===== config.mk =====
export PLATFORM = sky130hd
export DESIGN_NAME = mbrot_ctrl
export DESIGN_NICKNAME = d
export VERILOG_FILES = /design/src/design/mbrot_pkg.sv /design/src/design/mbrot_ctrl.sv
export VERILOG_INCLUDE_DIRS = /design/src /design/src/design
export SDC_FILE = /design/constraint.sdc
export NUM_CORES = 1
export LEC_CHECK = 0
export ABC_CLOCK_PERIOD_IN_PS = 1400
export BUFFER_PORTS_ARGS = -buffer_cell sky130_fd_sc_hd__buf_4
export CORE_AREA = 10 10 47 49
export DETAILED_ROUTE_END_ITERATION = 7
export DIE_AREA = 0 0 57 59
export PLACE_DENSITY = 0.37
export SLEW_MARGIN = 5
export SYNTH_ARGS = -nofsm -noshare
export SYNTH_HDL_FRONTEND = slang
export SYNTH_SLANG_ARGS = --single-unit
export TNS_END_PERCENT = 1

===== constraint.sdc =====
create_clock -name i_clk -period 1.4 [get_ports i_clk]
set_clock_uncertainty 0.15 [all_clocks]
set_input_delay 0.21 -clock i_clk [delete_from_list [all_inputs] [get_ports i_clk]]
set_output_delay 0.21 -clock i_clk [all_outputs]
set_load 0.05 [all_outputs]

===== src/design/mandelbrot_escape_time_pixel_unit_macros.svh =====
// Assertion helpers shared by the escape-time pixel modules.
// Each expects i_clk and i_rst_n in the enclosing module.
`ifndef MANDELBROT_ESCAPE_TIME_PIXEL_UNIT_MACROS_SVH
`define MANDELBROT_ESCAPE_TIME_PIXEL_UNIT_MACROS_SVH

// Check a condition in the same cycle as its trigger
`define MBROT_ASSERT_NOW(lbl, ante, cons, msg) \
    lbl: assert property (@(posedge i_clk) disable iff (!i_rst_n) (ante) |-> (cons)) \
        else $error(msg);

// Check a condition in the cycle after its trigger
`define MBROT_ASSERT_NEXT(lbl, ante, cons, msg) \
    lbl: assert property (@(posedge i_clk) disable iff (!i_rst_n) (ante) |=> (cons)) \
        else $error(msg);

`endif


===== src/design/mbrot_pkg.sv =====
package mbrot_pkg;

    // Image geometry; raster positions wrap at these sizes
    localparam int IMAGE_WIDTH  = 1024;
    localparam int IMAGE_HEIGHT = 1024;

    // Field widths
    localparam int COORD_W   = 10;
    localparam int FIX_W     = 32;
    localparam int STEP_W    = 31;
    localparam int ITER_W    = 8;
    localparam int LIMIT_W   = 4;
    localparam int COLOUR_W  = 32;
    localparam int CFG_IDX_W = 3;
    localparam int FRAC_BITS = 24;

    // z stays below 2^33 in magnitude for any escape limit up to 15
    localparam int Z_W    = 34;
    localparam int PROD_W = 2 * Z_W;
    // |z|^2 in Q.24 stays below 2^43
    localparam int MAG2_W = 43;

    // Square root of |z|^2 scaled by 2^16, one root bit per cycle
    localparam int SQRT_PRE   = 16;
    localparam int SQRT_STEPS = 30;
    localparam int RAD_W      = 2 * SQRT_STEPS;
    localparam int ROOT_W     = SQRT_STEPS;
    localparam int REM_W      = ROOT_W + 2;
    localparam int CNT_W      = $clog2(SQRT_STEPS + 1);

    // Colour scaling: floor(mod * 25601 / 2^20)
    localparam int SCALE_W     = 15;
    localparam int SCALE_SHIFT = 20;
    localparam logic [SCALE_W-1:0] COLOUR_SCALE = SCALE_W'(100 * 255 + 100 + 1);
    localparam int SCALED_W    = ROOT_W + SCALE_W - SCALE_SHIFT;

    // Register reset values
    localparam logic [FIX_W-1:0]    RST_X_START     = 32'hFE00_0000;
    localparam logic [FIX_W-1:0]    RST_Y_END       = 32'h0200_0000;
    localparam logic [STEP_W-1:0]   RST_X_STEP      = 31'd65536;
    localparam logic [STEP_W-1:0]   RST_Y_STEP      = 31'd65536;
    localparam logic [ITER_W-1:0]   RST_MAX_ITER    = 8'd50;
    localparam logic [LIMIT_W-1:0]  RST_LIMIT       = 4'd5;
    localparam logic [COLOUR_W-1:0] RST_INSIDE_BASE = 32'hFFFF_FFFF;
    localparam logic [COLOUR_W-1:0] RST_OUT_BASE    = 32'd999999990;

    // Configuration register indexes
    typedef enum logic [CFG_IDX_W-1:0] {
        CFG_X_START     = 3'd0,
        CFG_Y_END       = 3'd1,
        CFG_X_STEP      = 3'd2,
        CFG_Y_STEP      = 3'd3,
        CFG_MAX_ITER    = 3'd4,
        CFG_LIMIT       = 3'd5,
        CFG_INSIDE_BASE = 3'd6,
        CFG_OUT_BASE    = 3'd7
    } t_cfg_idx;

    typedef enum logic [2:0] {
        ST_IDLE,
        ST_SETUP,
        ST_MUL,
        ST_STEP,
        ST_SQRT,
        ST_SCALE,
        ST_EMIT
    } t_state;

    // Controller to datapath
    typedef struct packed {
        logic load;
        logic setup;
        logic mul;
        logic step;
        logic sqrt_start;
        logic scale;
        logic emit;
    } t_cmd;

    // Datapath to controller
    typedef struct packed {
        logic go;
        logic root_busy;
    } t_sts;

endpackage


===== src/design/mbrot_ctrl.sv =====
`include "mandelbrot_escape_time_pixel_unit_macros.svh"

module mbrot_ctrl
    import mbrot_pkg::*;
(
    input  logic i_clk,
    input  logic i_rst_n,
    input  logic i_start,
    input  t_sts i_sts,
    output t_cmd o_cmd,
    output logic o_busy
);

    t_state r_state;
    t_state n_state;

    always_ff @(posedge i_clk) begin
        if (!i_rst_n) begin
            r_state <= ST_IDLE;
        end else begin
            r_state <= n_state;
        end
    end

    // Next state
    always_comb begin
        n_state = r_state;
        case (r_state)
            ST_IDLE: begin
                if (i_start) n_state = ST_SETUP;
            end
            ST_SETUP: n_state = ST_MUL;
            ST_MUL:   n_state = ST_STEP;
            ST_STEP: begin
                n_state = i_sts.go ? ST_MUL : ST_SQRT;
            end
            ST_SQRT: begin
                if (!i_sts.root_busy) n_state = ST_SCALE;
            end
            ST_SCALE: n_state = ST_EMIT;
            ST_EMIT:  n_state = ST_IDLE;
            default:  n_state = ST_IDLE;
        endcase
    end

    // Commands
    always_comb begin
        o_cmd  = '0;
        o_busy = (r_state != ST_IDLE);
        case (r_state)
            ST_IDLE:  o_cmd.load  = i_start;
            ST_SETUP: o_cmd.setup = 1'b1;
            ST_MUL:   o_cmd.mul   = 1'b1;
            ST_STEP: begin
                o_cmd.step       = i_sts.go;
                o_cmd.sqrt_start = !i_sts.go;
            end
            ST_SQRT:  o_cmd = '0;
            ST_SCALE: o_cmd.scale = 1'b1;
            ST_EMIT:  o_cmd.emit  = 1'b1;
            default:  o_cmd = '0;
        endcase
    end

    `MBROT_ASSERT_NEXT(a_accept_sets_busy, i_start && !o_busy, o_busy, "busy low after accept")
    `MBROT_ASSERT_NEXT(a_emit_frees, o_cmd.emit, !o_busy, "busy held after result")
    `MBROT_ASSERT_NOW(a_cmd_onehot0, 1'b1, $onehot0(o_cmd), "more than one command active")

endmodule


After elaboration in Yosys (flattened, before gate mapping). Cells that the tools add are included. W data, S select, Z words.

Multiply operators: 0. Shift-type cells: 0. Div/mod/pow operators: 0. Mux-type cells: 10. Reductions and logical operators: 4. $add $sub $neg: 0. $lt $le $gt $ge: 0. Bitwise gates (word level): 0. Equal/unequal tests: 8.

Operators by type and width (count): $pmux W3 S6 (1); $eq A3 B3 Y1 const B (3); $mux W3 (3); $eq A3 B2 Y1 const B (2); $mux W1 (5); $ne A2 B2 Y1 const B (2); $eq A3 B1 Y1 const B (1); $logic_not A3 Y1 (1); $reduce_bool A3 Y1 (1); $mux W2 (1); $reduce_and A2 Y1 (1); $logic_not A1 Y1 (1).

Latch bits: 0. Bits in registers: 3. Logic and storage cells: 23. Output and inout bits: 8. Bits in read-only memories: 0. Memories: 0. Bits in writable memories: 0.

Depth between registers and ports, before layout. Gate-level depths: netlist of the first run.

Depth in word-level cells: 3. Depth in mapped cells: 3. Depth with buffers taken out: 3.

Worst setup path before layout of the first run. No wires, ideal clock.

Path kind: reg2out. From: reg r_state[0]. To: out o_cmd[5] in the netlist's numbering. Path slack: -0.482 ns. Stages on the path, launching flop included: 3. Arrival time: 1.522 ns. Buffers on the path: 0. Cells stage by stage: dfxtp_1 -> inv_2 -> nor3_1.

RTL lines: start: declaration (line mbrot_ctrl.sv:14) `t_state r_state;`; start signal: assignment (line mbrot_ctrl.sv:21) `r_state <= n_state;`; end: declaration (line mbrot_ctrl.sv:10) `output t_cmd o_cmd,`.

==> impl_metrics.env, run 1 <==
export IMPL_synth_top_area_cell="dfxtp_1"
export IMPL_drc=0
export IMPL_gp_congestion=0.667
export IMPL_critPathMaxFanout=5
export IMPL_cp_end_kind="output pin"
export IMPL_setup_viol=8
export IMPL_ys_top_cells_by_area="dfxtp_1 (31%), nor3_4 (8.4%), and2_1 (6.5%), nor2b_1 (6.5%), or3_4 (5.8%)"
export IMPL_pwr_share_seq=0.248
export IMPL_worstMarginPinSlew_ns=0.217
export IMPL_leakagePower_nw=0.189
export IMPL_cts_buffers=3
export IMPL_first_pass_iters=3
export IMPL_dr_max_layer_used="met3"
export IMPL_io_buffers=12
export IMPL_swShare=0.356
export IMPL_register_area_um2=66.3
export IMPL_die_x_um=57
export IMPL_syn_nets=28
export IMPL_p_switching_mw=0.146
export IMPL_hold_depth=2
export IMPL_top_register="r_state"
export IMPL_dieArea_mm2=0.00336
export IMPL_max_freq_mhz=640
export IMPL_postSynthAreaPerCell_um2=8.38
export IMPL_cap_violations=0
export IMPL_layout_min_cycle_time_ns=1.56
export IMPL_synth_edff_count=0
export IMPL_clkSinkCount=3
export IMPL_track_usage=0.0389
export IMPL_rows=14
export IMPL_status="finished, violations left"
export IMPL_synth_cells=23
export IMPL_grt_ovfl_total=0
export IMPL_core_mm2=0.00140
export IMPL_cp_slowest_stage_delay_ns=0.40
export IMPL_worst_setup_path_start_kind="flip-flop"
export IMPL_antennaDiodeCount=0
export IMPL_clkTransAtPathRegs_ns=0.03
export IMPL_fin_setup_tns_ns=-0.570
export IMPL_worst_setup_path_type="reg2out"
export IMPL_required_ns=1.04
export IMPL_ys_warn_count=0
export IMPL_slowest_stage="or3_4"
export IMPL_via_per_inst=3.92
export IMPL_n_fill_cell=160
export IMPL_antenna_found_initial=0
export IMPL_path_cells="or3_4 -> nor2_4 -> buf_6"
export IMPL_io_pin_count=13
export IMPL_initial_core_util=0.138
export IMPL_vias=231
export IMPL_hold_buffers=0
export IMPL_syn_area_um2=193
export IMPL_pwr_share_clk=0.363
export IMPL_drt_met1_wl_um=324
export IMPL_cp_arrival_ns=1.20
export IMPL_layoutNonFillerInstCount=59
export IMPL_layout_setup_ws_ns=-0.162
export IMPL_utilization=0.301
export IMPL_async_reset_ff_frac=0
export IMPL_hold_violations=0
export IMPL_wl_um=647
export IMPL_layout_nets=49
export IMPL_grt_pass1_wl_um=1010
export IMPL_internal_power_mw=0.264
export IMPL_grt_setup_unrepaired="yes"
export IMPL_powerDensity_mw_per_mm2=974
export IMPL_ys_seq_area_frac=0.312
export IMPL_ys_flop_type="dfxtp_1"
export IMPL_ir_drop_uv=428
export IMPL_worstHoldEndpoint="r_state[2]"
export IMPL_met2_length_um=225
export IMPL_multi_input_area_um2=151
export IMPL_hold_path_class="in2reg"
export IMPL_grt_pass1_vias=233
export IMPL_synth_distinct_cells=17
export IMPL_slew_limit_headroom=0.854
export IMPL_regToRegEndpoint="r_state[1]"
export IMPL_hold_ws_ns=0.0555
export IMPL_root_buffer="clkbuf_4"
export IMPL_pwr_share_comb=0.389
export IMPL_violations="negative setup slack"
export IMPL_hold_start="i_rst_n"
export IMPL_largestRegisters="r_state (3)"
export IMPL_dp_cells=55
export IMPL_cts_tree="built"
export IMPL_synth_top_area_frac=0.312
export IMPL_cts_max_level=1
export IMPL_drive_gt1_frac=0.767
export IMPL_syn2layout_area_growth_pct=119
export IMPL_r2r_start="r_state[0]"
export IMPL_post_place_ws_ns=0.0320
export IMPL_wl_per_cell_um=11.0
export IMPL_largest_reg_flops=3
export IMPL_finalMaxSlewViolations=0
export IMPL_reg2reg_slack_ns=0.30
export IMPL_reg2reg_depth=4
export IMPL_dr_wl_met3_um=97
export IMPL_clk_latency_ns=0.23
export IMPL_ant_nets=0
export IMPL_grt_max_degree=7
export IMPL_ys_seq_elements=3
export IMPL_finalCritPeriodShare=1.12
export IMPL_first_iter_violations=1
export IMPL_cts_buffer_depth=2
export IMPL_die_height_um=59
[how the worst max path moves through the flow]
stage | start | slack [ns] | depth (start not counted) | end
4_1_cts | r_state[2] | -0.18 | 3 | o_cmd[6]
2_1_floorplan | r_state[2] | -0.19 | 2 | o_cmd[4]
6_report | r_state[2] | -0.16 | 3 | o_cmd[6]
5_1_grt | r_state[2] | -0.21 | 3 | o_cmd[6]
3_5_place_dp | r_state[1] | 0.03 | 3 | o_cmd[6]
3_3_place_gp | r_state[1] | 0.04 | 3 | o_cmd[6]
[cell usage after synthesis, types with 2 or more instances]
cell type and count:
dfxtp_1 3, nor3_1 2, nor2b_1 2, and2_1 2, nor2_1 2
[kinds of logic (layout without fill, tap and decap cells)]
| kind of cell | count (synthesis) | count (layout) | synth area share |
|---|---|---|---|
| buf+inv | 2 | 22 | 0.0389 |
| compound gates | 3 | 3 | 0.0974 |
| simple gates | 15 | 15 | 0.552 |
| flops | 3 | 3 | 0.312 |
[area by class of cell]
class | count | area share
inverters | 2 | 0.0178
multi-input cells | 18 | 0.359
flip-flops and latches | 3 | 0.157
well taps | 16 | 0.0475
clock buffers | 4 | 0.0623
repair buffers | 16 | 0.356
[critical path: cells and delay by family, from the launching register on]
kind / cells / cell delay, ns
buffers and inverters: 1 / 0.16
flip-flops: 1 / 0.33
AND/OR/NAND/NOR: 2 / 0.49
[per-stage QoR]
stage	total power, mW	area [um^2]
final	0.411	422
after CTS	0.416	404
after global routing	0.438	422
after detailed placement	0.250	345
after global placement	0.249	345
after floorplan	0.196	205
[layer usage]
metal	vias to the layer above	track usage
met1	98	0.0463
li1	121	-
met4	0	0.0201
met5	-	0
met3	0	0.0472
met2	12	0.0357
[placed cells by master (no fill, tap or decap)]
master and instances:
nor3_4 2, o21a_1 1, nor2b_1 1, clkbuf_4 3, and2_1 1, inv_2 1, buf_8 1, o21ai_1 1
nor2b_2 1, o22ai_1 1, dfxtp_2 2, dfxtp_4 1, and3_2 1, nor4bb_1 1, buf_4 9, or3_4 1
clkbuf_1 1, nor2_4 1, nand2_1 1, nor2_2 2, nand2b_2 1, and2_4 1, inv_1 1, nor3_1 1
buf_6 6
[timing repair]
item                       CTS  global route
pin swaps                    1             0
gates resized for setup     11             5
setup endpoints to repair    8             8
buffers inserted             0             0
gates cloned                 0             0
[power by group through the flow]
stage	logic, mW	clock network [mW]	registers (mW)
2_1_floorplan	0.0933	0	0.103
5_1_grt	0.170	0.165	0.103
6_report	0.160	0.149	0.102
3_3_place_gp	0.147	0	0.102
4_1_cts	0.157	0.157	0.102
3_5_place_dp	0.147	0	0.102
No activity file was read; power rests on OpenSTA's default activity.
==> run 2, diff against run 1 <==
--- a/config.mk
+++ b/config.mk
@@ -7,11 +7,11 @@
 export NUM_CORES = 1
 export LEC_CHECK = 0
 export ABC_CLOCK_PERIOD_IN_PS = 1400
-export BUFFER_PORTS_ARGS = -buffer_cell sky130_fd_sc_hd__buf_4
 export CORE_AREA = 10 10 47 49
 export DETAILED_ROUTE_END_ITERATION = 7
 export DIE_AREA = 0 0 57 59
-export PLACE_DENSITY = 0.37
+export DONT_BUFFER_PORTS = 1
+export PLACE_DENSITY = 0.3
 export SLEW_MARGIN = 5
 export SYNTH_ARGS = -nofsm -noshare
 export SYNTH_HDL_FRONTEND = slang
==> run 2 against run 1 <==
Compared with the run above:
- cell area is 1.8% lower
- critical path depth stayed put
- routed wire length is 7.4% lower
- fmax is 0.63% lower
- non-clock buffer count is 5 lower
- sequential share of layout area hardly changed
- the run still ends with negative setup slack left
- power is 1.2% lower
- hold slack worse by 0.019 ns
- via count is 12% lower
- combinational power hardly changed
- flip-flop and latch count stayed put
- clock power hardly changed
==> impl_metrics.env, run 2 (synthesized netlist as in run 1, its figures left out) <==
export IMPL_finalCritPeriodShare=1.12
export IMPL_die_x_um=57
export IMPL_largest_reg_flops=3
export IMPL_top_register="r_state"
export IMPL_worstMarginPinSlew_ns=0.211
export IMPL_first_iter_violations=0
export IMPL_post_cts_buffers=0
export IMPL_die_height_um=59
export IMPL_clk_latency_ns=0.23
export IMPL_worst_setup_path_start_kind="flip-flop"
export IMPL_most_common_layout_cells="buf_12 (4), buf_4 (4), clkbuf_4 (3)"
export IMPL_layout_min_cycle_time_ns=1.57
export IMPL_drive_gt1_frac=0.658
export IMPL_powerDensity_mw_per_mm2=980
export IMPL_cts_tree="built"
export IMPL_grt_max_degree=8
export IMPL_clkTransAtPathRegs_ns=0.03
export IMPL_io_pin_count=13
export IMPL_cp_end_kind="output pin"
export IMPL_cp_arrival_ns=1.21
export IMPL_finalMaxSlewViolations=0
export IMPL_root_buffer="clkbuf_4"
export IMPL_layout_nets=44
export IMPL_cts_buffers=3
export IMPL_status="finished, violations left"
export IMPL_cts_max_level=1
export IMPL_cts_buffer_depth=2
export IMPL_via_per_inst=3.78
export IMPL_leakagePower_nw=0.168
export IMPL_cap_violations=0
export IMPL_setup_viol=7
export IMPL_layout_setup_ws_ns=-0.171
export IMPL_hold_ws_ns=0.0361
export IMPL_critPathMaxFanout=7
export IMPL_ant_nets=0
export IMPL_wl_per_cell_um=11.1
export IMPL_ir_drop_uv=401
export IMPL_dpl_hpwl_um=507
export IMPL_antenna_found_initial=0
export IMPL_hold_violations=0
export IMPL_grt_pass1_wl_um=938
export IMPL_first_pass_iters=1
export IMPL_grt_setup_unrepaired="yes"
export IMPL_fin_setup_tns_ns=-0.559
export IMPL_dieArea_mm2=0.00336
export IMPL_drc=0
export IMPL_rows=14
export IMPL_violations="negative setup slack"
export IMPL_initial_core_util=0.138
export IMPL_hold_path_class="in2reg"
export IMPL_io_buffers=0
export IMPL_max_freq_mhz=636
export IMPL_worst_setup_path_type="reg2out"
export IMPL_track_usage=0.0358
export IMPL_core_mm2=0.00140
export IMPL_required_ns=1.04
export IMPL_grt_pass1_vias=231
export IMPL_vias=204
export IMPL_dp_cells=49
export IMPL_gp_congestion=0.747
export IMPL_antennaDiodeCount=0
export IMPL_largestRegisters="r_state (3)"
export IMPL_grt_ovfl_total=0
export IMPL_syn2layout_area_growth_pct=115
export IMPL_clkSinkCount=3
export IMPL_layoutNonFillerInstCount=54
export IMPL_slew_limit_headroom=0.857
export IMPL_wl_um=599
==> run 2: critical path: stages (launching register included) <==
cell and delay [ns]:
dfxtp_4 0.35, or3_4 0.38, nor2_4 0.11, buf_12 0.14
==> run 2: metrics by stage <==
stage | worst slack [ns] | util | power, mW | instance area [um^2]
2_1_floorplan | -0.186 | - | 0.196 | 205
3_3_place_gp | 0.0479 | 0.250 | 0.247 | 350
3_5_place_dp | 0.0449 | 0.250 | 0.248 | 350
4_1_cts | -0.179 | 0.292 | 0.417 | 409
5_1_grt | -0.212 | 0.296 | 0.425 | 414
6_report | -0.171 | 0.296 | 0.406 | 414
==> run 2: metal layers <==
layer | part of all wire | routed length (um) | global-route usage
met5 | 0 | 0 | 0
met2 | 0.56 | 334 | 0.0605
met3 | 0.080 | 48 | 0.0193
met1 | 0.36 | 216 | 0.0308
met4 | 0 | 0 | 0.0302
==> run 2: worst paths after layout <==
| check | startpoint | endpoint | slack (ns) | depth (start not counted) |
|---|---|---|---|---|
| worst max-delay path | r_state[1] | o_cmd[6] | -0.17 | 3 |
| worst min-delay path | i_sts[0] | r_state[0] | 0.04 | 2 |
| worst max register to register | r_state[0] | r_state[1] | 0.25 | 4 |
| worst min register to register | r_state[0] | r_state[0] | 0.35 | 1 |
==> run 2: repair_timing <==
item | in CTS | in global routing
endpoints found under the setup margin | 8 | 8
hold buffers | 1 | 0
gates resized for setup | 7 | 2
pin swaps | 0 | 1
endpoints found under the hold margin | 3 | 0
==> run 2: layout make-up <==
class / instances / area, um^2
Tap cell: 16 / 20.0
Sequential cell: 3 / 65.1
Inverter: 2 / 7.51
Timing Repair Buffer: 11 / 143
Clock buffer: 4 / 26.3
Multi-Input combinational cell: 18 / 153
Fill cell: 154 / 987
==> run 2: power breakdown <==
group          total (mW)  switching (mW)  internal [mW]
logic               0.157          0.0924         0.0646
registers           0.102         0.00901         0.0926
clock network       0.147          0.0407          0.107
==> run 3, diff against run 2 <==
--- a/config.mk
+++ b/config.mk
@@ -6,8 +6,9 @@
 export SDC_FILE = /design/constraint.sdc
 export NUM_CORES = 1
 export LEC_CHECK = 0
-export ABC_CLOCK_PERIOD_IN_PS = 1400
+export ABC_CLOCK_PERIOD_IN_PS = 1800
 export CORE_AREA = 10 10 47 49
+export CTS_CLUSTER_DIAMETER = 100
 export DETAILED_ROUTE_END_ITERATION = 7
 export DIE_AREA = 0 0 57 59
 export DONT_BUFFER_PORTS = 1
==> constraint.sdc (replaced) <==
create_clock -name i_clk -period 1.8 [get_ports i_clk]
set_clock_uncertainty 0.15 [all_clocks]
set_input_delay 0.27 -clock i_clk [delete_from_list [all_inputs] [get_ports i_clk]]
set_output_delay 0.27 -clock i_clk [all_outputs]
set_load 0.05 [all_outputs]
==> run 3 against run 2 <==
Compared with the run above:
- the flow now finishes without violations
- register-to-register slack better by 0.25 ns
- sequential power down 20%
- routed wire length up 2.3%
- clock power down 20%
- critical path type unchanged
- critical endpoint unchanged
- largest cell class unchanged
==> impl_metrics.env, run 3 (synthesized netlist as in run 1, its figures left out) <==
export IMPL_cp_arrival_ns=1.29
export IMPL_layout_commonest_cell="buf_4"
export IMPL_setup_viol=0
export IMPL_pwr_share_seq=0.272
export IMPL_top_register="r_state"
export IMPL_grt_ovfl_total=0
export IMPL_first_pass_iters=2
export IMPL_critPathMaxFanout=8
export IMPL_dieArea_mm2=0.00336
export IMPL_p_switching_mw=0.105
export IMPL_layout_min_cycle_time_ns=1.71
export IMPL_layout_nets=42
export IMPL_ant_nets=0
export IMPL_hold_path_class="in2reg"
export IMPL_io_buffers=0
export IMPL_pwr_share_clk=0.392
export IMPL_grt_pass1_wl_um=1120
export IMPL_cts_buffers=3
export IMPL_ir_drop_uv=303
export IMPL_finalCritPeriodShare=0.948
export IMPL_vias=207
export IMPL_worst_setup_path_type="reg2out"
export IMPL_leakagePower_nw=0.149
export IMPL_clk_latency_ns=0.23
export IMPL_cts_buffer_depth=2
export IMPL_die_height_um=59
export IMPL_first_iter_violations=5
export IMPL_required_ns=1.38
export IMPL_cts_tree="built"
export IMPL_clkTransAtPathRegs_ns=0.04
export IMPL_swShare=0.353
export IMPL_core_mm2=0.00140
export IMPL_antenna_found_initial=0
export IMPL_rows=14
export IMPL_internal_power_mw=0.193
export IMPL_final_area_um2=329
export IMPL_dpl_hpwl_um=489
export IMPL_post_cts_buffers=0
export IMPL_via_per_inst=3.98
export IMPL_worst_setup_path_start_kind="flip-flop"
export IMPL_largest_reg_flops=3
export IMPL_die_x_um=57
export IMPL_grt_pass1_vias=234
export IMPL_drive_gt1_frac=0.472
export IMPL_grt_setup_unrepaired="no"
export IMPL_cp_end_kind="output pin"
export IMPL_fin_setup_tns_ns=0
export IMPL_cap_violations=0
export IMPL_wl_um=613
export IMPL_max_freq_mhz=586
export IMPL_track_usage=0.0457
export IMPL_clkSinkCount=3
export IMPL_placed_area_um2=283
export IMPL_status="complete, no violations"
export IMPL_io_pin_count=13
export IMPL_slew_limit_headroom=0.812
export IMPL_most_common_layout_cells="buf_4 (6), clkbuf_4 (3), dfxtp_1 (3)"
export IMPL_drc=0
export IMPL_cts_max_level=1
export IMPL_powerDensity_mw_per_mm2=907
export IMPL_grt_max_degree=9
export IMPL_wl_per_cell_um=11.8
export IMPL_worstMarginPinSlew_ns=0.281
export IMPL_syn2layout_area_growth_pct=70.8
export IMPL_initial_core_util=0.138
export IMPL_antennaDiodeCount=0
export IMPL_hold_violations=0
export IMPL_pwr_share_comb=0.336
export IMPL_gp_congestion=0.723
export IMPL_root_buffer="clkbuf_4"
export IMPL_post_place_ws_ns=0.325
export IMPL_layout_setup_ws_ns=0.0930
export IMPL_largestRegisters="r_state (3)"
export IMPL_finalMaxSlewViolations=0
run 3: timing repair:
item / in CTS / in global routing
gates resized for setup: 0 / 0
hold buffers: 1 / 1
endpoints found under the setup margin: 0 / 0
endpoints found under the hold margin: 1 / 1
run 3: final timing paths:
kind | endpoint | slack (ns) | from | depth (start not counted)
hold reg to reg | r_state[0] | 0.43 | r_state[0] | 1
setup reg to reg | r_state[2] | 0.50 | r_state[2] | 4
setup / recovery | o_cmd[6] | 0.09 | r_state[1] | 3
hold / removal | r_state[0] | 0.07 | i_rst_n | 1
run 3: final cells by class:
type | instances | area (um^2)
Timing Repair Buffer | 9 | 85.1
Clock buffer | 4 | 26.3
Fill cell | 162 | 1070
Multi-Input combinational cell | 18 | 130
Sequential cell | 3 | 60.1
Inverter | 2 | 7.51
Tap cell | 16 | 20.0
run 3: metrics by stage:
step	util	instances	power, mW	hold WS, ns
after floorplan	-	23	0.149	0.238
after global placement	0.202	46	0.179	0.243
after detailed placement	0.202	46	0.180	0.242
after CTS	0.228	51	0.304	0.0111
after global routing	0.235	52	0.328	0.0471
final	0.235	52	0.298	0.0655
run 3: critical path, cell delays in order (launching register included):
cell,delay (ns)
dfxtp_1,0.38
or3_4,0.40
nor2_2,0.13
buf_12,0.15
run 3: layer usage:
metal	wire (um)	up-vias	track usage	share of wire
li1	-	106	-	-
met1	297	93	0.0472	0.48
met4	0	0	0.0403	0
met5	0	-	0	0
met2	254	8	0.0558	0.41
met3	61	0	0.0386	0.10
run 3: power groups by stage:
stage	Sequential, mW	Combinational [mW]	Clock, mW
2_1_floorplan	0.0798	0.0693	0
3_5_place_dp	0.0824	0.0981	0
6_report	0.0811	0.100	0.117
5_1_grt	0.0826	0.108	0.138
4_1_cts	0.0814	0.0999	0.122
3_3_place_gp	0.0819	0.0974	0
